`src/rtl/rrts_pkg.sv`:
```
// Types and codes shared by the round-robin thread scheduler modules.
package rrts_pkg;

  localparam logic [23:0] QLEN_RESET = 24'd1000;

  typedef enum logic [2:0] {
    FN_TICK   = 3'd0,
    FN_SPAWN  = 3'd1,
    FN_TERM   = 3'd2,
    FN_BLOCK  = 3'd3,
    FN_RESUME = 3'd4,
    FN_SLEEP  = 3'd5,
    FN_QUERY  = 3'd6,
    FN_UNUSED = 3'd7
  } func_t;

  typedef enum logic [2:0] {
    ST_OK      = 3'd0,
    ST_RANGE   = 3'd1,
    ST_UNUSED  = 3'd2,
    ST_FULL    = 3'd3,
    ST_BLOCKED = 3'd4,
    ST_SLEEP   = 3'd5,
    ST_THREAD0 = 3'd6,
    ST_RESET   = 3'd7
  } status_t;

  typedef enum logic [1:0] {
    MD_READY   = 2'd0,
    MD_BLOCKED = 2'd1,
    MD_RUNNING = 2'd2
  } mode_t;

  typedef struct packed {
    func_t       func;
    logic [7:0]  tid;
    logic [15:0] sleep_quantums;
  } req_t;

  typedef struct packed {
    status_t     status;
    logic [31:0] value;
    logic [7:0]  running_tid;
    logic [31:0] total_quanta;
  } rsp_t;

  typedef struct packed {
    mode_t       mode;
    logic [15:0] sleep;
    logic [31:0] run;
  } rec_t;

  typedef enum logic [4:0] {
    S_IDLE, S_CHECK, S_DECIDE, S_SP_SCAN, S_SP_WR, S_RM_RD, S_RM_CMP, S_SH_RD,
    S_SH_WR, S_BLK_WR, S_RES_WR, S_QRY, S_FREE, S_SW_RD, S_SW_UPD, S_SW_OLD_RD,
    S_SW_OLD_WR, S_SW_POP_RD, S_SW_POP, S_SW_NXT_WR, S_SW_FIN, S_RST, S_DONE
  } state_t;

  typedef enum logic [4:0] {
    OP_IDLE, OP_NONE, OP_CHECK, OP_DECIDE, OP_SP_SCAN, OP_SP_WR, OP_RM_RD,
    OP_RM_CMP, OP_SH_RD, OP_RM_DEC, OP_SH_WR, OP_BLK_WR, OP_RES_WR, OP_QRY,
    OP_FREE, OP_SW_RD, OP_SW_UPD, OP_SW_OLD_RD, OP_SW_OLD_WR, OP_SW_POP_RD,
    OP_SW_POP, OP_SW_NXT_WR, OP_SW_FIN, OP_RST, OP_DONE
  } op_t;

  typedef struct packed {
    op_t     op;
    logic    set_status;
    status_t code;
  } cmd_t;

  typedef struct packed {
    logic  req_fire;
    logic  rsp_busy;
    func_t func;
    logic  tid_oor;
    logic  tid_unused;
    logic  tid_zero;
    logic  tid_is_cur;
    logic  cur_zero;
    logic  nsl_zero;
    logic  live_full;
    logic  tick_expire;
    logic  rd_blocked;
    logic  rd_ready_idle;
    logic  idx_last;
    logic  slot_free;
    logic  rm_done;
    logic  rm_match;
    logic  sh_end;
    logic  fifo_empty;
  } sts_t;

endpackage

```
`src/rtl/rrts_dp.sv`:
```
// Datapath of the thread scheduler: thread table, ready queue, counters, result register.
module rrts_dp #(
  parameter int MAX_THREADS = 64
) (
  input  logic           clk,
  input  logic           rst,
  input  logic           req_valid,
  output logic           req_stall,
  input  rrts_pkg::req_t req,
  output logic           rsp_valid,
  input  logic           rsp_stall,
  output rrts_pkg::rsp_t rsp,
  input  logic           cfg_valid,
  input  logic [23:0]    cfg_data,
  input  rrts_pkg::cmd_t cmd,
  output rrts_pkg::sts_t sts
);

  localparam int IDW = $clog2(MAX_THREADS);
  localparam logic [IDW:0] NUM = (IDW + 1)'(MAX_THREADS);
  localparam rrts_pkg::rec_t FRESH = '{mode: rrts_pkg::MD_READY, sleep: 16'd0, run: 32'd0};
  localparam rrts_pkg::rec_t REC0  = '{mode: rrts_pkg::MD_RUNNING, sleep: 16'd0, run: 32'd1};

  function automatic logic [IDW-1:0] wrap(input logic [IDW:0] s);
    return (s >= NUM) ? IDW'(s - NUM) : IDW'(s);
  endfunction

  logic [23:0]            qlen;
  rrts_pkg::req_t         req_q;
  rrts_pkg::status_t      status_q;
  logic [31:0]            value_q;
  logic [MAX_THREADS-1:0] in_use;
  logic [MAX_THREADS-1:0] vld;
  rrts_pkg::rec_t         thr_mem [MAX_THREADS];
  logic [IDW-1:0]         fifo_mem [MAX_THREADS];
  logic [IDW-1:0]         head;
  logic [IDW:0]           count;
  logic [IDW-1:0]         cur;
  logic [31:0]            total;
  logic [23:0]            ticks;
  logic [IDW:0]           live;
  logic [IDW:0]           idx;
  rrts_pkg::rec_t         trec;
  rrts_pkg::rec_t         thr_q;
  logic                   thr_vld_q;
  logic                   thr_zero_q;
  logic [IDW-1:0]         fifo_q;
  rrts_pkg::rsp_t         rsp_q;
  logic                   rsp_valid_q;

  logic [IDW-1:0]  tid_i;
  logic [IDW-1:0]  idx_i;
  rrts_pkg::rec_t  rd_rec;
  logic [23:0]     ticks_inc;
  logic            req_fire;
  logic            rsp_busy;
  logic            thr_we;
  logic [IDW-1:0]  thr_waddr;
  rrts_pkg::rec_t  thr_wdata;
  logic [IDW-1:0]  thr_raddr;
  logic            push_en;
  logic [IDW-1:0]  push_id;
  logic            push_ok;
  logic            shift_we;
  logic            fifo_we;
  logic [IDW-1:0]  fifo_waddr;
  logic [IDW-1:0]  fifo_wdata;
  logic [IDW-1:0]  fifo_raddr;

  assign tid_i     = req_q.tid[IDW-1:0];
  assign idx_i     = idx[IDW-1:0];
  assign rd_rec    = thr_vld_q ? thr_q : (thr_zero_q ? REC0 : FRESH);
  assign ticks_inc = (ticks == 24'hFFFFFF) ? ticks : ticks + 24'd1;
  assign req_stall = (cmd.op != rrts_pkg::OP_IDLE);
  assign req_fire  = req_valid && !req_stall;
  assign rsp_busy  = rsp_valid_q && rsp_stall;
  assign rsp_valid = rsp_valid_q;
  assign rsp       = rsp_q;
  assign push_ok   = push_en && (count != NUM);

  always_comb begin
    sts.req_fire      = req_fire;
    sts.rsp_busy      = rsp_busy;
    sts.func          = req_q.func;
    sts.tid_oor       = {1'b0, req_q.tid} >= 9'(MAX_THREADS);
    sts.tid_unused    = !in_use[tid_i];
    sts.tid_zero      = (req_q.tid == 8'd0);
    sts.tid_is_cur    = !sts.tid_oor && (tid_i == cur);
    sts.cur_zero      = (cur == '0);
    sts.nsl_zero      = (req_q.sleep_quantums == 16'd0);
    sts.live_full     = (live == NUM);
    sts.tick_expire   = (ticks_inc >= qlen);
    sts.rd_blocked    = (rd_rec.mode == rrts_pkg::MD_BLOCKED);
    sts.rd_ready_idle = (rd_rec.mode == rrts_pkg::MD_READY) && (rd_rec.sleep == 16'd0);
    sts.idx_last      = (idx == NUM - (IDW + 1)'(1));
    sts.slot_free     = !in_use[idx_i];
    sts.rm_done       = (idx >= count);
    sts.rm_match      = (fifo_q == tid_i);
    sts.sh_end        = ((idx + (IDW + 1)'(1)) >= count);
    sts.fifo_empty    = (count == '0);
  end

  always_comb begin
    thr_we     = 1'b0;
    thr_waddr  = cur;
    thr_wdata  = rd_rec;
    thr_raddr  = cur;
    push_en    = 1'b0;
    push_id    = cur;
    shift_we   = 1'b0;
    fifo_raddr = head;
    case (cmd.op)
      rrts_pkg::OP_CHECK: thr_raddr = tid_i;
      rrts_pkg::OP_SP_WR: begin
        thr_we    = 1'b1;
        thr_waddr = idx_i;
        thr_wdata = FRESH;
        push_en   = 1'b1;
        push_id   = idx_i;
      end
      rrts_pkg::OP_RM_RD: fifo_raddr = wrap((IDW + 1)'(head) + idx);
      rrts_pkg::OP_SH_RD: fifo_raddr = wrap((IDW + 1)'(head) + idx + (IDW + 1)'(1));
      rrts_pkg::OP_SH_WR: shift_we = 1'b1;
      rrts_pkg::OP_BLK_WR: begin
        thr_we         = 1'b1;
        thr_waddr      = tid_i;
        thr_wdata      = trec;
        thr_wdata.mode = rrts_pkg::MD_BLOCKED;
      end
      rrts_pkg::OP_RES_WR: begin
        thr_we         = 1'b1;
        thr_waddr      = tid_i;
        thr_wdata      = trec;
        thr_wdata.mode = rrts_pkg::MD_READY;
        push_en        = (trec.sleep == 16'd0);
        push_id        = tid_i;
      end
      rrts_pkg::OP_FREE: begin
        thr_we    = 1'b1;
        thr_waddr = tid_i;
        thr_wdata = FRESH;
      end
      rrts_pkg::OP_SW_RD: thr_raddr = idx_i;
      rrts_pkg::OP_SW_UPD: begin
        thr_waddr       = idx_i;
        thr_wdata.sleep = rd_rec.sleep - 16'd1;
        thr_we          = (rd_rec.sleep != 16'd0);
        push_en         = (rd_rec.sleep == 16'd1) && in_use[idx_i] &&
                          (rd_rec.mode == rrts_pkg::MD_READY);
        push_id         = idx_i;
      end
      rrts_pkg::OP_SW_OLD_WR: begin
        if (req_q.func == rrts_pkg::FN_SLEEP) begin
          thr_we          = 1'b1;
          thr_wdata.sleep = req_q.sleep_quantums;
          thr_wdata.mode  = rrts_pkg::MD_READY;
        end
        if (req_q.func == rrts_pkg::FN_TICK) begin
          thr_we         = 1'b1;
          thr_wdata.mode = rrts_pkg::MD_READY;
          push_en        = 1'b1;
        end
      end
      rrts_pkg::OP_SW_POP: thr_raddr = fifo_q;
      rrts_pkg::OP_SW_NXT_WR: begin
        thr_we         = 1'b1;
        thr_wdata.mode = rrts_pkg::MD_RUNNING;
        if (rd_rec.run != 32'hFFFFFFFF) thr_wdata.run = rd_rec.run + 32'd1;
      end
      default: thr_we = 1'b0;
    endcase
  end

  assign fifo_we    = push_ok || shift_we;
  assign fifo_waddr = shift_we ? wrap((IDW + 1)'(head) + idx) : wrap((IDW + 1)'(head) + count);
  assign fifo_wdata = shift_we ? fifo_q : push_id;

  always_ff @(posedge clk) begin
    if (thr_we) thr_mem[thr_waddr] <= thr_wdata;
    thr_q      <= thr_mem[thr_raddr];
    thr_vld_q  <= vld[thr_raddr];
    thr_zero_q <= (thr_raddr == '0);
    if (fifo_we) fifo_mem[fifo_waddr] <= fifo_wdata;
    fifo_q <= fifo_mem[fifo_raddr];
  end

  always_ff @(posedge clk) begin
    if (rst) begin
      qlen <= rrts_pkg::QLEN_RESET;
    end else if (cfg_valid) begin
      qlen <= cfg_data;
    end
  end

  always_ff @(posedge clk) begin
    if (rst || cmd.op == rrts_pkg::OP_RST) begin
      in_use <= MAX_THREADS'(1);
      vld    <= '0;
      head   <= '0;
      count  <= '0;
      cur    <= '0;
      total  <= 32'd1;
      ticks  <= '0;
      live   <= (IDW + 1)'(1);
      idx    <= '0;
    end else begin
      if (thr_we) vld[thr_waddr] <= 1'b1;
      if (push_ok) count <= count + (IDW + 1)'(1);
      case (cmd.op)
        rrts_pkg::OP_DECIDE: begin
          idx <= '0;
          if (req_q.func == rrts_pkg::FN_TICK) ticks <= ticks_inc;
        end
        rrts_pkg::OP_SP_SCAN: begin
          if (in_use[idx_i]) idx <= idx + (IDW + 1)'(1);
        end
        rrts_pkg::OP_SP_WR: begin
          in_use[idx_i] <= 1'b1;
          live          <= live + (IDW + 1)'(1);
        end
        rrts_pkg::OP_RM_CMP: begin
          if (fifo_q != tid_i) idx <= idx + (IDW + 1)'(1);
        end
        rrts_pkg::OP_SH_WR:  idx   <= idx + (IDW + 1)'(1);
        rrts_pkg::OP_RM_DEC: count <= count - (IDW + 1)'(1);
        rrts_pkg::OP_FREE: begin
          in_use[tid_i] <= 1'b0;
          if (live != '0) live <= live - (IDW + 1)'(1);
        end
        rrts_pkg::OP_SW_UPD: idx <= idx + (IDW + 1)'(1);
        rrts_pkg::OP_SW_POP: begin
          cur   <= fifo_q;
          head  <= wrap((IDW + 1)'(head) + (IDW + 1)'(1));
          count <= count - (IDW + 1)'(1);
        end
        rrts_pkg::OP_SW_FIN: begin
          if (total != 32'hFFFFFFFF) total <= total + 32'd1;
          ticks <= '0;
        end
        default: idx <= idx;
      endcase
    end
  end

  always_ff @(posedge clk) begin
    if (rst) begin
      rsp_valid_q <= 1'b0;
    end else if (cmd.op == rrts_pkg::OP_DONE && !rsp_busy) begin
      rsp_valid_q <= 1'b1;
    end else if (!rsp_stall) begin
      rsp_valid_q <= 1'b0;
    end
  end

  always_ff @(posedge clk) begin
    if (req_fire) begin
      req_q    <= req;
      value_q  <= 32'd0;
      status_q <= rrts_pkg::ST_OK;
    end
    if (cmd.set_status) status_q <= cmd.code;
    if (cmd.op == rrts_pkg::OP_DECIDE) trec <= rd_rec;
    if (cmd.op == rrts_pkg::OP_SP_WR) value_q <= 32'(idx_i);
    if (cmd.op == rrts_pkg::OP_QRY) value_q <= trec.run;
    if (cmd.op == rrts_pkg::OP_DONE && !rsp_busy) begin
      rsp_q <= '{status: status_q, value: value_q, running_tid: 8'(cur),
                 total_quanta: total};
    end
  end

  a_count_bound: assert property (@(posedge clk) disable iff (rst) count <= NUM)
    else $error("ready queue count above capacity");
  a_live_match: assert property (@(posedge clk) disable iff (rst)
    $countones(in_use) == int'(live))
    else $error("live thread count differs from used slots");
  a_thread0_used: assert property (@(posedge clk) disable iff (rst) in_use[0])
    else $error("thread 0 slot released");
  a_head_range: assert property (@(posedge clk) disable iff (rst)
    (IDW + 1)'(head) < NUM)
    else $error("queue head out of range");

endmodule

```
`config.mk`:
```
export PLATFORM = sky130hd
export DESIGN_NAME = rrts_dp
export DESIGN_NICKNAME = d
export VERILOG_FILES = /design/src/rtl/rrts_pkg.sv /design/src/rtl/rrts_dp.sv
export SDC_FILE = /design/constraint.sdc
export NUM_CORES = 2
export LEC_CHECK = 0
export BUFFER_PORTS_ARGS = -buffer_cell sky130_fd_sc_hd__clkbuf_2
export CORE_MARGIN = 2
export CORE_UTILIZATION = 55
export CTS_CLUSTER_DIAMETER = 200
export DETAILED_ROUTE_END_ITERATION = 8
export PLACE_DENSITY_LB_ADDON = 0.08
export SYNTH_ARGS = -nofsm -noshare
export SYNTH_HDL_FRONTEND = slang
export SYNTH_SLANG_ARGS = --single-unit
```
`constraint.sdc`:
```
create_clock -name clk -period 9.3 [get_ports clk]
set_input_delay 0.93 -clock clk [delete_from_list [all_inputs] [get_ports clk]]
set_output_delay 0.93 -clock clk [all_outputs]
set_load 0.01 [all_outputs]
```
==> impl_metrics.tcl <==
set metrics [dict create \
    status "complete, but fails checks" \
    violations "max-capacitance violations" \
    yosysWarnings 0 \
    grt_setup_unrepaired "false" \
    postCtsSetupBuffers 0 \
    critical_path_class "reg2out" \
    worstPathRequired_ns 8.37 \
    synth-adder-area-share 0.00564 \
    slew_headroom 0.0235 \
    slowest_delay_ns 0.55 \
    dieArea_um2 301000 \
    crit_path_top_delay_cell "or4_1" \
    grt_pass1_vias 101000 \
    synth_top_family_by_area "simple AND/OR/NAND/NOR gates" \
    worstSetupEndpointType "primary output" \
    synth-simple-area-share 0.124 \
    hold_ws_ns 0.134 \
    path_cells "and3_1, and4_1, a31oi_1, nand3_1, nor3_1, and3_1, xor2_1, ha_1, nand4_1, or4_1, o211ai_1, clkbuf_2" \
    fillers 22200 \
    drt_iter0_drc 14400 \
    synthFlopType "edfxtp_1" \
    clockBufferDepth 4 \
    period_share 0.620 \
    drv_slew 0 \
    syn2layout_area_growth_pct 12.0 \
    synth_enable_flop_cells 3767 \
    grt-ovfl-total 0 \
    vias_per_cell 6.38 \
    start_kind "register" \
    pre_cts_ws_ns 3.03 \
    finalSetupViolCount 0 \
    cts_buffers 410 \
    cts_tree "yes" \
    syn_area_um2 163000 \
    ctsRootBufferMaster "clkbuf_16" \
    hpwl_um 281000 \
    dr.pass1.iters 8 \
    synth_xor_area_frac 0.00632 \
    vias 107000 \
    cts_sinks 4067 \
    pin_count 163 \
    ys_ff_latch 4067 \
    critPathTopFamily "simple AND/OR/NAND/NOR gates" \
    postLayoutCoreUtil 0.620 \
    hold_violations 0 \
    cap_violations 1 \
    layout_setup_ws_ns 3.53 \
    tightest_slew_ns 1.45 \
    worst_ep_arrival_time_ns 4.84 \
    max_freq_mhz 173 \
    start_util 0.554 \
    fin_nets 12600 \
    post_cts_resized 0 \
    layout_common_cells "edfxtp_1 (3767), nand2_1 (3064), nand3_1 (755)" \
    cts_hold_buf 0 \
    final_common_cell "edfxtp_1" \
    antenna_found_initial 15 \
    crit_top_cell "and3_1" \
    power_density_nw_per_um2 217 \
    drive_gt1_frac 0.100 \
    ys_async_sr_fraction 0 \
    finClkSkew_ns 0.0779 \
    grt_pass1_wl_um 698000 \
    critPathBufInv 1 \
    tns_ns 0 \
    routedWlPerCell_um 29.0 \
    finalWirelength_um 485000 \
    netlist_instances 12400 \
    grt_start_max_net_pins 162 \
    die_h_um 548 \
    numPortBuffers 160 \
    muxShareOfSynthArea 0.0233 \
    avgSynthCellArea_um2 13.2 \
    coreArea_um2 294000 \
    grt.total_usage 0.315 \
    synth_cell_types 99 \
    drcViolationCount 0 \
    final_area_um2 183000 \
    row_count 199 \
    ys_seq_area_frac 0.731 \
    path_clk_slew_ns 0.06 \
    fp.dieW_um 548 \
    clock_latency_ns 0.99 \
    htreeDepth 5 \
    critPathMaxFanout 7 \
    fin_crit_ns 5.77 \
    ant_nets 0 \
    place_area_um2 169000 \
    globalplace.congestion 0.908 \
    ir_drop_uv 170 \
    synth_compound_area_frac 0.0868 \
    p_leak_uw 0.0630 \
    hp-class "in2reg" \
]
[area by class of cell]
class | count | area [µm²] | share of cell area
antenna | 5 | 12.5 | 0.0000685
timing repair buffer | 441 | 3220 | 0.0176
multi-input combinational | 7454 | 41300 | 0.226
tap | 3919 | 4900 | 0.0269
clock inverter | 229 | 2560 | 0.0140
sequential | 4067 | 119000 | 0.653
clock buffer | 534 | 11100 | 0.0606
inverter | 86 | 323 | 0.00177
[state kept, by name, summed over array words and instances (netlist names), 24 cells and up]
register and cells:
value_q 32, req_q 24, thr_mem 3200, total 32, vld 64, trec 48
rsp 73, ticks 24, in_use 64, qlen 24, fifo_mem 384, thr_q 50
[logic make-up after synthesis]
| group | after synthesis |
|---|---|
| flops | 4067 |
| xor+xnor | 116 |
| mux | 328 |
| other cells | 1 |
| compound gates | 2165 |
| buf+inv | 871 |
| simple gates | 4772 |
| fa+ha+maj | 71 |
[worst reg2reg max path, stage by stage, from the launching register on]
cell       delay (ns)
dfxtp_1          0.58
inv_1            0.37
or3_1            0.46
o2111ai_1        0.14
and2_4           0.60
buf_4            0.77
buf_4            0.82
a21oi_1          0.16
a22oi_1          0.22
a32oi_1          0.15
a22oi_1          0.73
a211o_1          0.23
[per-stage QoR]
stage / instances / power, µW
final: 16700 / 39600
after global routing: 16700 / 40500
after CTS: 16700 / 39600
after detailed placement: 16000 / 23200
after global placement: 16000 / 23100
after floorplan: 12400 / 22100
[routing by layer]
metal | GRT usage | up-vias | share of wire
met2 | 0.493 | 5844 | 0.46
met4 | 0.0995 | 2 | 0.032
met3 | 0.0604 | 881 | 0.10
met1 | 0.451 | 53700 | 0.40
li1 | - | 46300 | -
met5 | 0 | - | 0.000027
[path summary, 6_finish.rpt]
path | start | endpoint | slack [ns] | depth (start not counted)
worst max-delay path | ticks[18]$_SDFFE_PP0P_ | sts[8] | 3.53 | 12
worst max register to register | idx[1]$_SDFFE_PP0P_ | thr_q[41]$_DFF_P_ | 4.01 | 11
worst min-delay path | req[22] | req_q[22]$_DFFE_PP_ | 0.13 | 1
worst min register to register | value_q[6]$_SDFFCE_PN0P_ | rsp[46]$_DFFE_PP_ | 0.40 | 0
[cells in the mapped netlist (25+ instances only)]
cell type,instances,share of area
a211oi_1,51,0.0023
dfxtp_1,300,0.037
a22oi_1,400,0.018
nand4_1,127,0.0049
a31oi_1,390,0.015
buf_4,30,0.0014
xnor2_1,67,0.0036
a21o_1,30,0.0014
a211o_1,29,0.0016
mux2i_1,277,0.017
mux4_2,39,0.0054
nand3_1,762,0.023
a21oi_1,701,0.022
nor2_1,433,0.010
a311o_1,29,0.0018
a32oi_1,140,0.0075
and3_1,73,0.0028
buf_1,97,0.0022
inv_1,84,0.0019
o21ai_0,161,0.0049
nor4_1,25,0.00096
nand2_1,3073,0.071
clkbuf_1,404,0.0093
nand2b_1,36,0.0014
ha_1,67,0.0051
edfxtp_1,3767,0.69
o22ai_1,33,0.0013
and2_1,61,0.0023
buf_2,247,0.0076
nor3_1,58,0.0018
xor2_1,48,0.0026
[where the power goes]
| group | internal [µW] | switching (µW) |
|---|---|---|
| clock | 9710 | 7020 |
| sequential | 20300 | 172 |
| combinational | 556 | 1810 |
No activity file was read; power rests on OpenSTA's default activity.
