File: config.mk
export PLATFORM = sky130hd
export DESIGN_NAME = rrts_ctrl
export DESIGN_NICKNAME = d
export VERILOG_FILES = /design/src/rtl/rrts_pkg.sv /design/src/rtl/rrts_ctrl.sv
export SDC_FILE = /design/constraint.sdc
export NUM_CORES = 1
export LEC_CHECK = 0
export BUFFER_PORTS_ARGS = -buffer_cell sky130_fd_sc_hd__buf_2
export CAP_MARGIN = 20
export CORE_MARGIN = 2
export CORE_UTILIZATION = 48
export CTS_CLUSTER_DIAMETER = 60
export DETAILED_ROUTE_END_ITERATION = 6
export PLACE_DENSITY_LB_ADDON = 0.05
export SYNTH_ARGS = -nofsm -noshare
export SYNTH_HDL_FRONTEND = slang
export SYNTH_SLANG_ARGS = --single-unit
File: constraint.sdc
create_clock -name clk -period 1.4 [get_ports clk]
set_clock_uncertainty 0.15 [all_clocks]
set_input_delay 0.14 -clock clk [delete_from_list [all_inputs] [get_ports clk]]
set_output_delay 0.14 -clock clk [all_outputs]
set_load 0.005 [all_outputs]
File: src/rtl/rrts_pkg.sv
// Types and codes shared by the round-robin thread scheduler modules.
package rrts_pkg;

  localparam logic [23:0] QLEN_RESET = 24'd1000;

  typedef enum logic [2:0] {
    FN_TICK   = 3'd0,
    FN_SPAWN  = 3'd1,
    FN_TERM   = 3'd2,
    FN_BLOCK  = 3'd3,
    FN_RESUME = 3'd4,
    FN_SLEEP  = 3'd5,
    FN_QUERY  = 3'd6,
    FN_UNUSED = 3'd7
  } func_t;

  typedef enum logic [2:0] {
    ST_OK      = 3'd0,
    ST_RANGE   = 3'd1,
    ST_UNUSED  = 3'd2,
    ST_FULL    = 3'd3,
    ST_BLOCKED = 3'd4,
    ST_SLEEP   = 3'd5,
    ST_THREAD0 = 3'd6,
    ST_RESET   = 3'd7
  } status_t;

  typedef enum logic [1:0] {
    MD_READY   = 2'd0,
    MD_BLOCKED = 2'd1,
    MD_RUNNING = 2'd2
  } mode_t;

  typedef struct packed {
    func_t       func;
    logic [7:0]  tid;
    logic [15:0] sleep_quantums;
  } req_t;

  typedef struct packed {
    status_t     status;
    logic [31:0] value;
    logic [7:0]  running_tid;
    logic [31:0] total_quanta;
  } rsp_t;

  typedef struct packed {
    mode_t       mode;
    logic [15:0] sleep;
    logic [31:0] run;
  } rec_t;

  typedef enum logic [4:0] {
    S_IDLE, S_CHECK, S_DECIDE, S_SP_SCAN, S_SP_WR, S_RM_RD, S_RM_CMP, S_SH_RD,
    S_SH_WR, S_BLK_WR, S_RES_WR, S_QRY, S_FREE, S_SW_RD, S_SW_UPD, S_SW_OLD_RD,
    S_SW_OLD_WR, S_SW_POP_RD, S_SW_POP, S_SW_NXT_WR, S_SW_FIN, S_RST, S_DONE
  } state_t;

  typedef enum logic [4:0] {
    OP_IDLE, OP_NONE, OP_CHECK, OP_DECIDE, OP_SP_SCAN, OP_SP_WR, OP_RM_RD,
    OP_RM_CMP, OP_SH_RD, OP_RM_DEC, OP_SH_WR, OP_BLK_WR, OP_RES_WR, OP_QRY,
    OP_FREE, OP_SW_RD, OP_SW_UPD, OP_SW_OLD_RD, OP_SW_OLD_WR, OP_SW_POP_RD,
    OP_SW_POP, OP_SW_NXT_WR, OP_SW_FIN, OP_RST, OP_DONE
  } op_t;

  typedef struct packed {
    op_t     op;
    logic    set_status;
    status_t code;
  } cmd_t;

  typedef struct packed {
    logic  req_fire;
    logic  rsp_busy;
    func_t func;
    logic  tid_oor;
    logic  tid_unused;
    logic  tid_zero;
    logic  tid_is_cur;
    logic  cur_zero;
    logic  nsl_zero;
    logic  live_full;
    logic  tick_expire;
    logic  rd_blocked;
    logic  rd_ready_idle;
    logic  idx_last;
    logic  slot_free;
    logic  rm_done;
    logic  rm_match;
    logic  sh_end;
    logic  fifo_empty;
  } sts_t;

endpackage

File: src/rtl/rrts_ctrl.sv
// Sequencing state machine of the thread scheduler.
module rrts_ctrl (
  input  logic          clk,
  input  logic          rst,
  input  rrts_pkg::sts_t sts,
  output rrts_pkg::cmd_t cmd
);

  rrts_pkg::state_t state, state_next;

  always_ff @(posedge clk) begin
    if (rst) begin
      state <= rrts_pkg::S_IDLE;
    end else begin
      state <= state_next;
    end
  end

  always_comb begin
    state_next = state;
    case (state)
      rrts_pkg::S_IDLE: begin
        if (sts.req_fire) state_next = rrts_pkg::S_CHECK;
      end
      rrts_pkg::S_CHECK: begin
        if ((sts.func inside {rrts_pkg::FN_TERM, rrts_pkg::FN_BLOCK, rrts_pkg::FN_RESUME,
                              rrts_pkg::FN_QUERY}) && (sts.tid_oor || sts.tid_unused))
          state_next = rrts_pkg::S_DONE;
        else
          state_next = rrts_pkg::S_DECIDE;
      end
      rrts_pkg::S_DECIDE: begin
        case (sts.func)
          rrts_pkg::FN_TICK:
            state_next = sts.tick_expire ? rrts_pkg::S_SW_RD : rrts_pkg::S_DONE;
          rrts_pkg::FN_SPAWN:
            state_next = sts.live_full ? rrts_pkg::S_DONE : rrts_pkg::S_SP_SCAN;
          rrts_pkg::FN_TERM: begin
            if (sts.tid_zero) state_next = rrts_pkg::S_RST;
            else if (sts.tid_is_cur) state_next = rrts_pkg::S_SW_RD;
            else if (sts.rd_ready_idle) state_next = rrts_pkg::S_RM_RD;
            else state_next = rrts_pkg::S_FREE;
          end
          rrts_pkg::FN_BLOCK: begin
            if (sts.tid_zero || sts.rd_blocked) state_next = rrts_pkg::S_DONE;
            else if (sts.tid_is_cur) state_next = rrts_pkg::S_BLK_WR;
            else if (sts.rd_ready_idle) state_next = rrts_pkg::S_RM_RD;
            else state_next = rrts_pkg::S_BLK_WR;
          end
          rrts_pkg::FN_RESUME:
            state_next = sts.rd_blocked ? rrts_pkg::S_RES_WR : rrts_pkg::S_DONE;
          rrts_pkg::FN_SLEEP:
            state_next = (sts.nsl_zero || sts.cur_zero) ? rrts_pkg::S_DONE
                                                        : rrts_pkg::S_SW_RD;
          rrts_pkg::FN_QUERY: state_next = rrts_pkg::S_QRY;
          default:            state_next = rrts_pkg::S_DONE;
        endcase
      end
      rrts_pkg::S_SP_SCAN: begin
        if (sts.slot_free) state_next = rrts_pkg::S_SP_WR;
      end
      rrts_pkg::S_SP_WR: state_next = rrts_pkg::S_DONE;
      rrts_pkg::S_RM_RD: begin
        if (sts.rm_done)
          state_next = (sts.func == rrts_pkg::FN_TERM) ? rrts_pkg::S_FREE : rrts_pkg::S_BLK_WR;
        else
          state_next = rrts_pkg::S_RM_CMP;
      end
      rrts_pkg::S_RM_CMP:
        state_next = sts.rm_match ? rrts_pkg::S_SH_RD : rrts_pkg::S_RM_RD;
      rrts_pkg::S_SH_RD: begin
        if (sts.sh_end)
          state_next = (sts.func == rrts_pkg::FN_TERM) ? rrts_pkg::S_FREE : rrts_pkg::S_BLK_WR;
        else
          state_next = rrts_pkg::S_SH_WR;
      end
      rrts_pkg::S_SH_WR: state_next = rrts_pkg::S_SH_RD;
      rrts_pkg::S_BLK_WR:
        state_next = sts.tid_is_cur ? rrts_pkg::S_SW_RD : rrts_pkg::S_DONE;
      rrts_pkg::S_RES_WR: state_next = rrts_pkg::S_DONE;
      rrts_pkg::S_QRY:    state_next = rrts_pkg::S_DONE;
      rrts_pkg::S_FREE:   state_next = rrts_pkg::S_DONE;
      rrts_pkg::S_RST:    state_next = rrts_pkg::S_DONE;
      rrts_pkg::S_SW_RD:  state_next = rrts_pkg::S_SW_UPD;
      rrts_pkg::S_SW_UPD:
        state_next = sts.idx_last ? rrts_pkg::S_SW_OLD_RD : rrts_pkg::S_SW_RD;
      rrts_pkg::S_SW_OLD_RD: state_next = rrts_pkg::S_SW_OLD_WR;
      rrts_pkg::S_SW_OLD_WR: state_next = rrts_pkg::S_SW_POP_RD;
      rrts_pkg::S_SW_POP_RD:
        state_next = sts.fifo_empty ? rrts_pkg::S_SW_FIN : rrts_pkg::S_SW_POP;
      rrts_pkg::S_SW_POP:    state_next = rrts_pkg::S_SW_NXT_WR;
      rrts_pkg::S_SW_NXT_WR: state_next = rrts_pkg::S_SW_FIN;
      rrts_pkg::S_SW_FIN:
        state_next = (sts.func == rrts_pkg::FN_TERM) ? rrts_pkg::S_FREE : rrts_pkg::S_DONE;
      rrts_pkg::S_DONE: begin
        if (!sts.rsp_busy) state_next = rrts_pkg::S_IDLE;
      end
      default: state_next = rrts_pkg::S_IDLE;
    endcase
  end

  always_comb begin
    cmd.op         = rrts_pkg::OP_NONE;
    cmd.set_status = 1'b0;
    cmd.code       = rrts_pkg::ST_OK;
    case (state)
      rrts_pkg::S_IDLE: cmd.op = rrts_pkg::OP_IDLE;
      rrts_pkg::S_CHECK: begin
        cmd.op = rrts_pkg::OP_CHECK;
        if ((sts.func inside {rrts_pkg::FN_TERM, rrts_pkg::FN_BLOCK, rrts_pkg::FN_RESUME,
                              rrts_pkg::FN_QUERY}) && (sts.tid_oor || sts.tid_unused)) begin
          cmd.set_status = 1'b1;
          cmd.code       = sts.tid_oor ? rrts_pkg::ST_RANGE : rrts_pkg::ST_UNUSED;
        end
      end
      rrts_pkg::S_DECIDE: begin
        cmd.op = rrts_pkg::OP_DECIDE;
        case (sts.func)
          rrts_pkg::FN_SPAWN: begin
            cmd.set_status = sts.live_full;
            cmd.code       = rrts_pkg::ST_FULL;
          end
          rrts_pkg::FN_BLOCK: begin
            cmd.set_status = sts.tid_zero || sts.rd_blocked;
            cmd.code       = sts.tid_zero ? rrts_pkg::ST_THREAD0 : rrts_pkg::ST_BLOCKED;
          end
          rrts_pkg::FN_SLEEP: begin
            cmd.set_status = sts.nsl_zero || sts.cur_zero;
            cmd.code       = sts.nsl_zero ? rrts_pkg::ST_SLEEP : rrts_pkg::ST_THREAD0;
          end
          default: cmd.set_status = 1'b0;
        endcase
      end
      rrts_pkg::S_SP_SCAN: cmd.op = rrts_pkg::OP_SP_SCAN;
      rrts_pkg::S_SP_WR:   cmd.op = rrts_pkg::OP_SP_WR;
      rrts_pkg::S_RM_RD:   cmd.op = sts.rm_done ? rrts_pkg::OP_NONE : rrts_pkg::OP_RM_RD;
      rrts_pkg::S_RM_CMP:  cmd.op = rrts_pkg::OP_RM_CMP;
      rrts_pkg::S_SH_RD:   cmd.op = sts.sh_end ? rrts_pkg::OP_RM_DEC : rrts_pkg::OP_SH_RD;
      rrts_pkg::S_SH_WR:   cmd.op = rrts_pkg::OP_SH_WR;
      rrts_pkg::S_BLK_WR:  cmd.op = rrts_pkg::OP_BLK_WR;
      rrts_pkg::S_RES_WR:  cmd.op = rrts_pkg::OP_RES_WR;
      rrts_pkg::S_QRY:     cmd.op = rrts_pkg::OP_QRY;
      rrts_pkg::S_FREE:    cmd.op = rrts_pkg::OP_FREE;
      rrts_pkg::S_RST: begin
        cmd.op         = rrts_pkg::OP_RST;
        cmd.set_status = 1'b1;
        cmd.code       = rrts_pkg::ST_RESET;
      end
      rrts_pkg::S_SW_RD:     cmd.op = rrts_pkg::OP_SW_RD;
      rrts_pkg::S_SW_UPD:    cmd.op = rrts_pkg::OP_SW_UPD;
      rrts_pkg::S_SW_OLD_RD: cmd.op = rrts_pkg::OP_SW_OLD_RD;
      rrts_pkg::S_SW_OLD_WR: cmd.op = rrts_pkg::OP_SW_OLD_WR;
      rrts_pkg::S_SW_POP_RD:
        cmd.op = sts.fifo_empty ? rrts_pkg::OP_NONE : rrts_pkg::OP_SW_POP_RD;
      rrts_pkg::S_SW_POP:    cmd.op = rrts_pkg::OP_SW_POP;
      rrts_pkg::S_SW_NXT_WR: cmd.op = rrts_pkg::OP_SW_NXT_WR;
      rrts_pkg::S_SW_FIN:    cmd.op = rrts_pkg::OP_SW_FIN;
      rrts_pkg::S_DONE:      cmd.op = rrts_pkg::OP_DONE;
      default:               cmd.op = rrts_pkg::OP_NONE;
    endcase
  end

endmodule

==> results.txt, run 1 <==
The tools report the total placed instance area as 0.00181 mm2. For the number of top-level pins, the log shows 32. The number of standard-cell rows in the floorplan was 18; the flip-flop count of the largest register after layout was 5. The tools report the number of global-route vias before repair as 1800. At the placement stage, the worst setup path has a slack of -0.249 ns. The area growth from synthesis to final layout is 74.9%. The tools report the maximum achievable frequency as 547 MHz. TritonCTS built the clock tree.

The required time reported for the critical path endpoint was 1.11 ns; the clock transition at the register clock pins on the worst setup and hold paths after CTS was 0.05 ns. During placement, the flow inserted port buffers numbering 31. Fill cells in the final layout number 137.

Data on the critical path arrives at its endpoint at 1.54 ns. The placer's final routability congestion estimate was 1.07. The core region is 0.00241 mm2. The number of max-cap violations is 0, and the number of flops mapped to enable cells by yosys is 0.

The highest fanout seen on the critical path is 7. In the global route stage, overall resource usage came out at 38.0%. In the final layout, the registers with the most flip-flops are state x5. The non-filler instance count after layout came out at 311. The post-synthesis cell count is 187, and the async set-reset flop share out of synthesis is 0%. The power dissipated by switching net loads is 1.94 mW, and the clock latency reported for the late side of the worst-skew pair is 0.25 ns.

Entering global routing, the biggest net connects 17 pins. For the final worst hold slack, the log shows 0.175 ns. The die span in y was 53.9 um; the diode insertion count for antenna repair was 0.

For the final setup violation count, the log shows 14. After detailed routing, the number of vias per cell comes to 6.70. The netlist uses 48 different library cells. The hold violation count in the final report was 0.

In this run the worst hold path is classified as primary input to flip-flop. Per report_power, the clock group accounts for 4.7% of the total. The first global-routing pass estimated 7930 um of wire.

For this design the static power due to leakage is 0.909 nW. In this run the tightest slew margin relative to its limit is 67.7%. Adding up every negative setup slack in the final design gives -4.89 ns.

The starting density of the core is 49.5%. The run gives 0 as the number of antenna violations at the first check in global routing. The wire length after detailed routing is 6030 um. Kind of end point of the critical path: an output port. The die covers 0.00290 mm2. The run gives 0.00119 mm2 as the area of the mapped netlist. The final period utilization works out to 131%. The post-route netlist has 51.2% of its cells at a drive strength greater than 1.

Once detail routing completed, the nets flagged for antenna violations numbered 0. The number of nets in the synthesized netlist was 210. After global routing the overflow that remains totals 0.

The H-tree depth was 1; the switching fraction of total power was 49.3%. The run finished, with violations left. The clock net sink count is 5, and the cell-internal power is 2.00 mW. The routed layout has 2084 vias. The half-perimeter wire length after detailed placement came out at 3820 um. The average instance in the mapped netlist occupies 6.38 um2. The number of synthesized register bits came out at 5.

The tools report the highest ir drop seen on vdd as 0.00143 V. TritonCTS created 3 clock buffers. For the final worst slack, the log shows -0.428 ns. The post-placement cell count was 297. Clock root buffer master: sky130_fd_sc_hd__clkbuf_4. The power per cell area is 1890 mW/mm2, and the average wire length per cell after detail routing is 19.4 um.

The detailed router's first-iteration violation count is 155. Setup repair after global routing could not meet its margin everywhere. Yosys printed 0 warnings.

For this run, design rule violations remaining after detail routing come to 14. For the pin with the worst max-slew slack, the measured transition is 0.479 ns. The final reports fail on design-rule violations, negative setup slack. Of the synthesized area, sequential elements account for 8.39%. Number of pins exceeding their max-slew limit in the final report: 0. At the end of the flow, the number of nets in the layout was 305. The first TritonRoute pass finished after 7 iterations.

STA classifies the critical path startpoint as a flip-flop. Total power for the finished layout comes to 3.95 mW. In the synthesized netlist the dominant register cell turns out to be sky130_fd_sc_hd__dfxtp_1. The clock passes through at most 2 buffers. Ranked by flip-flop count, first place goes to state. The critical path is of the flip-flop to output port type. The part of the total power dissipated in combinational logic is 86.1%, and the cell area after layout is 0.00209 mm2. Cells fill 86.7% of the core in the end. The chip width works out to 53.9 um. The final critical path time including I/O delays and setup came out at 1.83 ns. The run gives 9.2% as the part of the power in registers.
==> area by class of cell <==
cell class                      count  area [um2]  area share (%)
Clock buffer                        4        26.3            1.26
Inverter                           10        40.0            1.92
Tap cell                           30        37.5            1.80
Sequential cell                     5         114            5.45
Multi-Input combinational cell    158        1100            52.8
Timing Repair Buffer              104         768            36.8
==> cells in the mapped netlist (4+ instances only) <==
cell type / number / area share (%)
sky130_fd_sc_hd__dfxtp_1: 5 / 8.4
sky130_fd_sc_hd__nor2_1: 25 / 7.9
sky130_fd_sc_hd__o21ai_0: 18 / 7.5
sky130_fd_sc_hd__buf_6: 4 / 3.8
sky130_fd_sc_hd__o221ai_1: 4 / 2.9
sky130_fd_sc_hd__inv_1: 6 / 1.9
sky130_fd_sc_hd__buf_4: 5 / 3.1
sky130_fd_sc_hd__mux2i_1: 5 / 4.2
sky130_fd_sc_hd__inv_2: 4 / 1.3
sky130_fd_sc_hd__nand2_1: 19 / 6.0
sky130_fd_sc_hd__nor2b_1: 4 / 2.1
sky130_fd_sc_hd__a21oi_1: 16 / 6.7
sky130_fd_sc_hd__nand3_1: 5 / 2.1
sky130_fd_sc_hd__buf_2: 5 / 2.1
sky130_fd_sc_hd__a31oi_1: 10 / 5.2
sky130_fd_sc_hd__nand4_1: 4 / 2.1
==> power by group through the flow <==
| stage | clock [mW] | combinational (mW) | sequential, mW |
|---|---|---|---|
| 2_1_floorplan | 0 | 1.54 | 0.238 |
| 3_3_place_gp | 0 | 2.56 | 0.282 |
| 3_5_place_dp | 0 | 2.62 | 0.286 |
| 4_1_cts | 0.170 | 2.87 | 0.316 |
| 5_1_grt | 0.197 | 3.57 | 0.361 |
| 6_report | 0.185 | 3.40 | 0.364 |
==> final timing paths <==
check | startpoint | endpoint | slack, ns | cells past startpoint
hold / removal | sts[7] | state[3]$_SDFFE_PP0P_ | 0.17 | 4
setup / recovery | state[4]$_SDFFE_PP0P_ | cmd[4] | -0.43 | 6
setup reg to reg | state[4]$_SDFFE_PP0P_ | state[1]$_SDFFE_PP0P_ | -0.37 | 7
hold reg to reg | state[2]$_SDFFE_PP0P_ | state[0]$_SDFFE_PP0P_ | 0.50 | 2
==> critical path, cell delays in order, from the launching register on <==
cell,delay (ns)
sky130_fd_sc_hd__dfxtp_4,0.40
sky130_fd_sc_hd__buf_6,0.15
sky130_fd_sc_hd__nor2_4,0.08
sky130_fd_sc_hd__nor2_2,0.14
sky130_fd_sc_hd__o21ai_2,0.07
sky130_fd_sc_hd__o31ai_1,0.27
sky130_fd_sc_hd__buf_2,0.18
==> layer usage <==
| layer | up-vias | global-route usage [%] | routed length, um |
|---|---|---|---|
| met4 | 0 | 26.5 | 644 |
| met3 | 84 | 6.67 | 515 |
| met2 | 172 | 68.3 | 2780 |
| met5 | - | 0 | 0 |
| li1 | 900 | - | - |
| met1 | 928 | 39.4 | 2100 |
==> repair_timing <==
| action | in CTS | in global routing |
|---|---|---|
| gates cloned | 0 | 0 |
| setup endpoints to repair | 14 | 14 |
| pin swaps | 5 | 14 |
| hold buffers | 1 | 0 |
| gates resized for setup | 24 | 29 |
| buffers inserted | 7 | 3 |
| hold endpoints to repair | 2 | 0 |
==> kinds of logic (layout without fill, tap and decap cells) <==
| family | Yosys count | in the layout | synth area share, % |
|---|---|---|---|
| muxes | 5 | 5 | 4.19 |
| xor gates and xnor gates | 1 | 1 | 0.734 |
| and+or+nand+nor | 77 | 77 | 32.9 |
| DFF | 5 | 5 | 8.39 |
| buffers and inverters | 24 | 118 | 12.2 |
| AOI/OAI and AO/OA | 75 | 75 | 41.6 |
==> cell usage in the layout, fill, tap and decap left out, types with 3 or more instances in the layout <==
cell type and n:
sky130_fd_sc_hd__a21oi_1 16, sky130_fd_sc_hd__a31oi_1 10, sky130_fd_sc_hd__buf_2 31, sky130_fd_sc_hd__buf_4 60, sky130_fd_sc_hd__buf_6 10, sky130_fd_sc_hd__clkbuf_4 3, sky130_fd_sc_hd__dfxtp_4 3, sky130_fd_sc_hd__inv_1 6
sky130_fd_sc_hd__inv_2 3, sky130_fd_sc_hd__mux2i_1 5, sky130_fd_sc_hd__nand2_1 18, sky130_fd_sc_hd__nand3_1 3, sky130_fd_sc_hd__nand4_1 4, sky130_fd_sc_hd__nor2_1 19, sky130_fd_sc_hd__nor2_2 3, sky130_fd_sc_hd__nor2_4 4
sky130_fd_sc_hd__o211ai_1 3, sky130_fd_sc_hd__o21ai_0 13, sky130_fd_sc_hd__o21ai_1 6
Power figures use the tool's default switching activity.
==> run 2: changes to the inputs <==
--- a/config.mk
+++ b/config.mk
@@ -8,9 +8,11 @@
 export BUFFER_PORTS_ARGS = -buffer_cell sky130_fd_sc_hd__buf_2
 export CAP_MARGIN = 20
 export CORE_MARGIN = 2
-export CORE_UTILIZATION = 48
+export CORE_UTILIZATION = 55
+export CTS_BUF_LIST = sky130_fd_sc_hd__clkbuf_8
 export CTS_CLUSTER_DIAMETER = 60
 export DETAILED_ROUTE_END_ITERATION = 6
+export GPL_TIMING_DRIVEN = 0
 export PLACE_DENSITY_LB_ADDON = 0.05
 export SYNTH_ARGS = -nofsm -noshare
 export SYNTH_HDL_FRONTEND = slang
==> constraint.sdc (replaced) <==
create_clock -name clk -period 1.79 [get_ports clk]
set_clock_uncertainty 0.15 [all_clocks]
set_input_delay 0.179 -clock clk [delete_from_list [all_inputs] [get_ports clk]]
set_output_delay 0.179 -clock clk [all_outputs]
set_load 0.005 [all_outputs]
==> results.txt, run 2 (synthesis gave the netlist of run 1 again) <==
The run finished with clean final reports. In the layout the commonest cells are sky130_fd_sc_hd__buf_2 (34), sky130_fd_sc_hd__nor2_1 (22), sky130_fd_sc_hd__nand2_1 (18). The fraction of final layout cells with drive strength greater than 1 was 35.4% (-16 points); the average wire length per cell after detail routing was 17.3 um (-11%).

For the hold violation count in the final report, the log shows 0 (unchanged). The tools report the largest net degree at the start of global routing as 11 (-6). The diode insertion count for antenna repair is 0 (unchanged), and the number of standard-cell rows in the floorplan is 16 (-2). The first-pass GRT wire length is 6340 um (-20%), and the worst-case setup slack after placement is -0.0432 ns (+0.206 ns). The flip-flop count of the largest register after layout is 5 (unchanged), and the starting density of the core is 59.6% (+10 points).

Chip width: 50.6 um (-6.1%). The library cell used most frequently in the layout, excluding fill and tap cells, is sky130_fd_sc_hd__buf_2. The worst setup path is launched from a primary input.

Detailed router's first-iteration violation count: 136 (-12%). The number of top-level pins was 32 (unchanged); the half-perimeter wire length after detailed placement was 3030 um (-20%). The final global-route overflow total was 0 (unchanged).

TritonCTS built the clock tree. For the clock latency reported for the late side of the worst-skew pair, the log shows 0.22 ns (-0.03 ns). The root buffer cell chosen for the clock tree is sky130_fd_sc_hd__clkbuf_8. The number of global-route vias before repair is 1403 (-22%), and the clock net sink count is 5 (unchanged).

The final worst hold slack is 0.0546 ns (-0.120 ns). Number of max-cap violations: 0 (unchanged). Counting flops per register, the top entry is state. The tightest min-delay check is of the primary input to flip-flop type. The die span in y is 50.6 um (-6.1%).

For the iteration count of the initial detailed-routing pass, the log shows 5 (-2). The area growth from synthesis to final layout was 32.9%. The largest registers in the layout are state x5. The run gives 0 (unchanged) as the number of pins exceeding their max-slew limit in the final report. The maximum buffer depth of the clock tree was 2 (unchanged). The run gives 0.652 nW (-28%) as the cell leakage power. The ratio of routed vias to standard cells is 6.71 (+0.15%), and the number of nets in the final layout is 253 (-17%). The aggregate negative setup slack was 0 ns (+4.89 ns); the final period utilization was 99.4%. The kind of end point of the critical path was an output port.

The global-route usage over all layers is 31.6% (-6.4 points), and the standard cell core area is 0.00200 mm2 (-17%). The via count of the routed design is 1718 (-18%), and the clock transition at the register clock pins on the worst setup and hold paths after CTS is 0.04 ns (about the same). The tools report the maximum achievable frequency as 562 MHz. For the H-tree depth, the log shows 1 (unchanged).

The final critical path time including I/O delays and setup was 1.78 ns. Setup repair after global routing could not meet its margin everywhere. The critical path is of the primary input to output port type. The final worst slack was 0.0111 ns (+0.439 ns); the power per cell area was 1480 mW/mm2 (-22%).

The worst slew margin relative to its limit came out at 77.1% (+9.4 points). The number of antenna violations at the first check in global routing was 0 (unchanged); the final setup violation count was 0 (-14). The tools report the final total power as 2.34 mW (-41%). For the hold buffer count at cts, the log shows 0 (-1). The highest ir drop seen on vdd came out at 0.000954 V (-33%).

The count of nets left with antenna violations after detail routing was 0 (unchanged); the count of buffers from port buffering was 31 (unchanged). The total CTS buffers is 3 (unchanged), and the worst-margin pin slew is 0.341 ns (-0.137 ns). The logs give 1.46 ns (+0.35 ns) for the required time reported for the critical path endpoint and 1.45 ns (-0.09 ns) for the endpoint arrival time on the critical path. The wire length after detailed routing was 4440 um (-26%); the placer's final routability congestion estimate was 1.02 (-4.6%). The area enclosed by the die boundary is 0.00256 mm2 (-12%). The highest fanout seen on the critical path was 10 (+3); the DRC violation count after routing was 0 (-14).
-- run 2: cell count changes in the layout (fill, tap and decap cells not counted), sizes merged --
cell / before / now
dlygate4sd3: 1 / 0
clkbuf: 4 / 3
buf: 103 / 52
inv: 10 / 11
-- run 2: timing repair --
action | 4_1_cts | 5_1_grt
gates resized for setup | 12 | 23
buffers inserted | 4 | 3
endpoints found under the setup margin | 7 | 9
gates cloned | 0 | 1
pin swaps | 3 | 3
endpoints found under the hold margin | 0 | 0
-- run 2: worst max-delay path, cell delays in order --
cell and delay, ns:
sky130_fd_sc_hd__buf_2 0.13, sky130_fd_sc_hd__buf_2 0.18, sky130_fd_sc_hd__or3_1 0.43, sky130_fd_sc_hd__a21oi_2 0.13, sky130_fd_sc_hd__nor2_1 0.07, sky130_fd_sc_hd__o211ai_1 0.18
sky130_fd_sc_hd__buf_2 0.14
-- run 2: power by group --
| group | total, mW | switching [mW] | internal [mW] |
|---|---|---|---|
| Combinational | 1.91 | 1.08 | 0.835 |
| Clock | 0.200 | 0.0535 | 0.147 |
| Sequential | 0.232 | 0.0640 | 0.168 |
-- run 2: metrics by stage --
step | area, um2 | std cells | util, %
finish | 1590 | 256 | 79.3
global placement | 1380 | 245 | 69.1
CTS | 1490 | 253 | 74.6
floorplan | 1190 | 187 | -
global route | 1590 | 256 | 79.3
detailed placement | 1380 | 245 | 69.1
-- run 2: final cells by class --
class	instances	area, um2
clock inverter	1	3.75
sequential	5	108
tap	27	33.8
inverter	10	42.5
clock buffer	3	41.3
buffer	13	141
fill	160	415
multi-input combinational	158	1000
timing repair buffer	39	213
-- run 2: path summary, 6_finish.rpt --
kind | slack, ns | start | cells after the start | endpoint
min | 0.05 | rst | 2 | state[1]$_SDFFE_PP0P_
min reg2reg | 0.61 | state[2]$_SDFFE_PP0P_ | 3 | state[2]$_SDFFE_PP0P_
max reg2reg | 0.06 | state[0]$_SDFFE_PP0P_ | 5 | state[3]$_SDFFE_PP0P_
max | 0.01 | sts[17] | 7 | cmd[3]
-- run 2: layer usage --
layer  part of all wire (%)  vias to the layer above  track usage, %
li1                       -                      789               -
met1                     38                      743            39.0
met2                     46                      159            56.1
met3                     11                       27            5.06
met4                    4.3                        0            8.56
met5                      0                        -               0
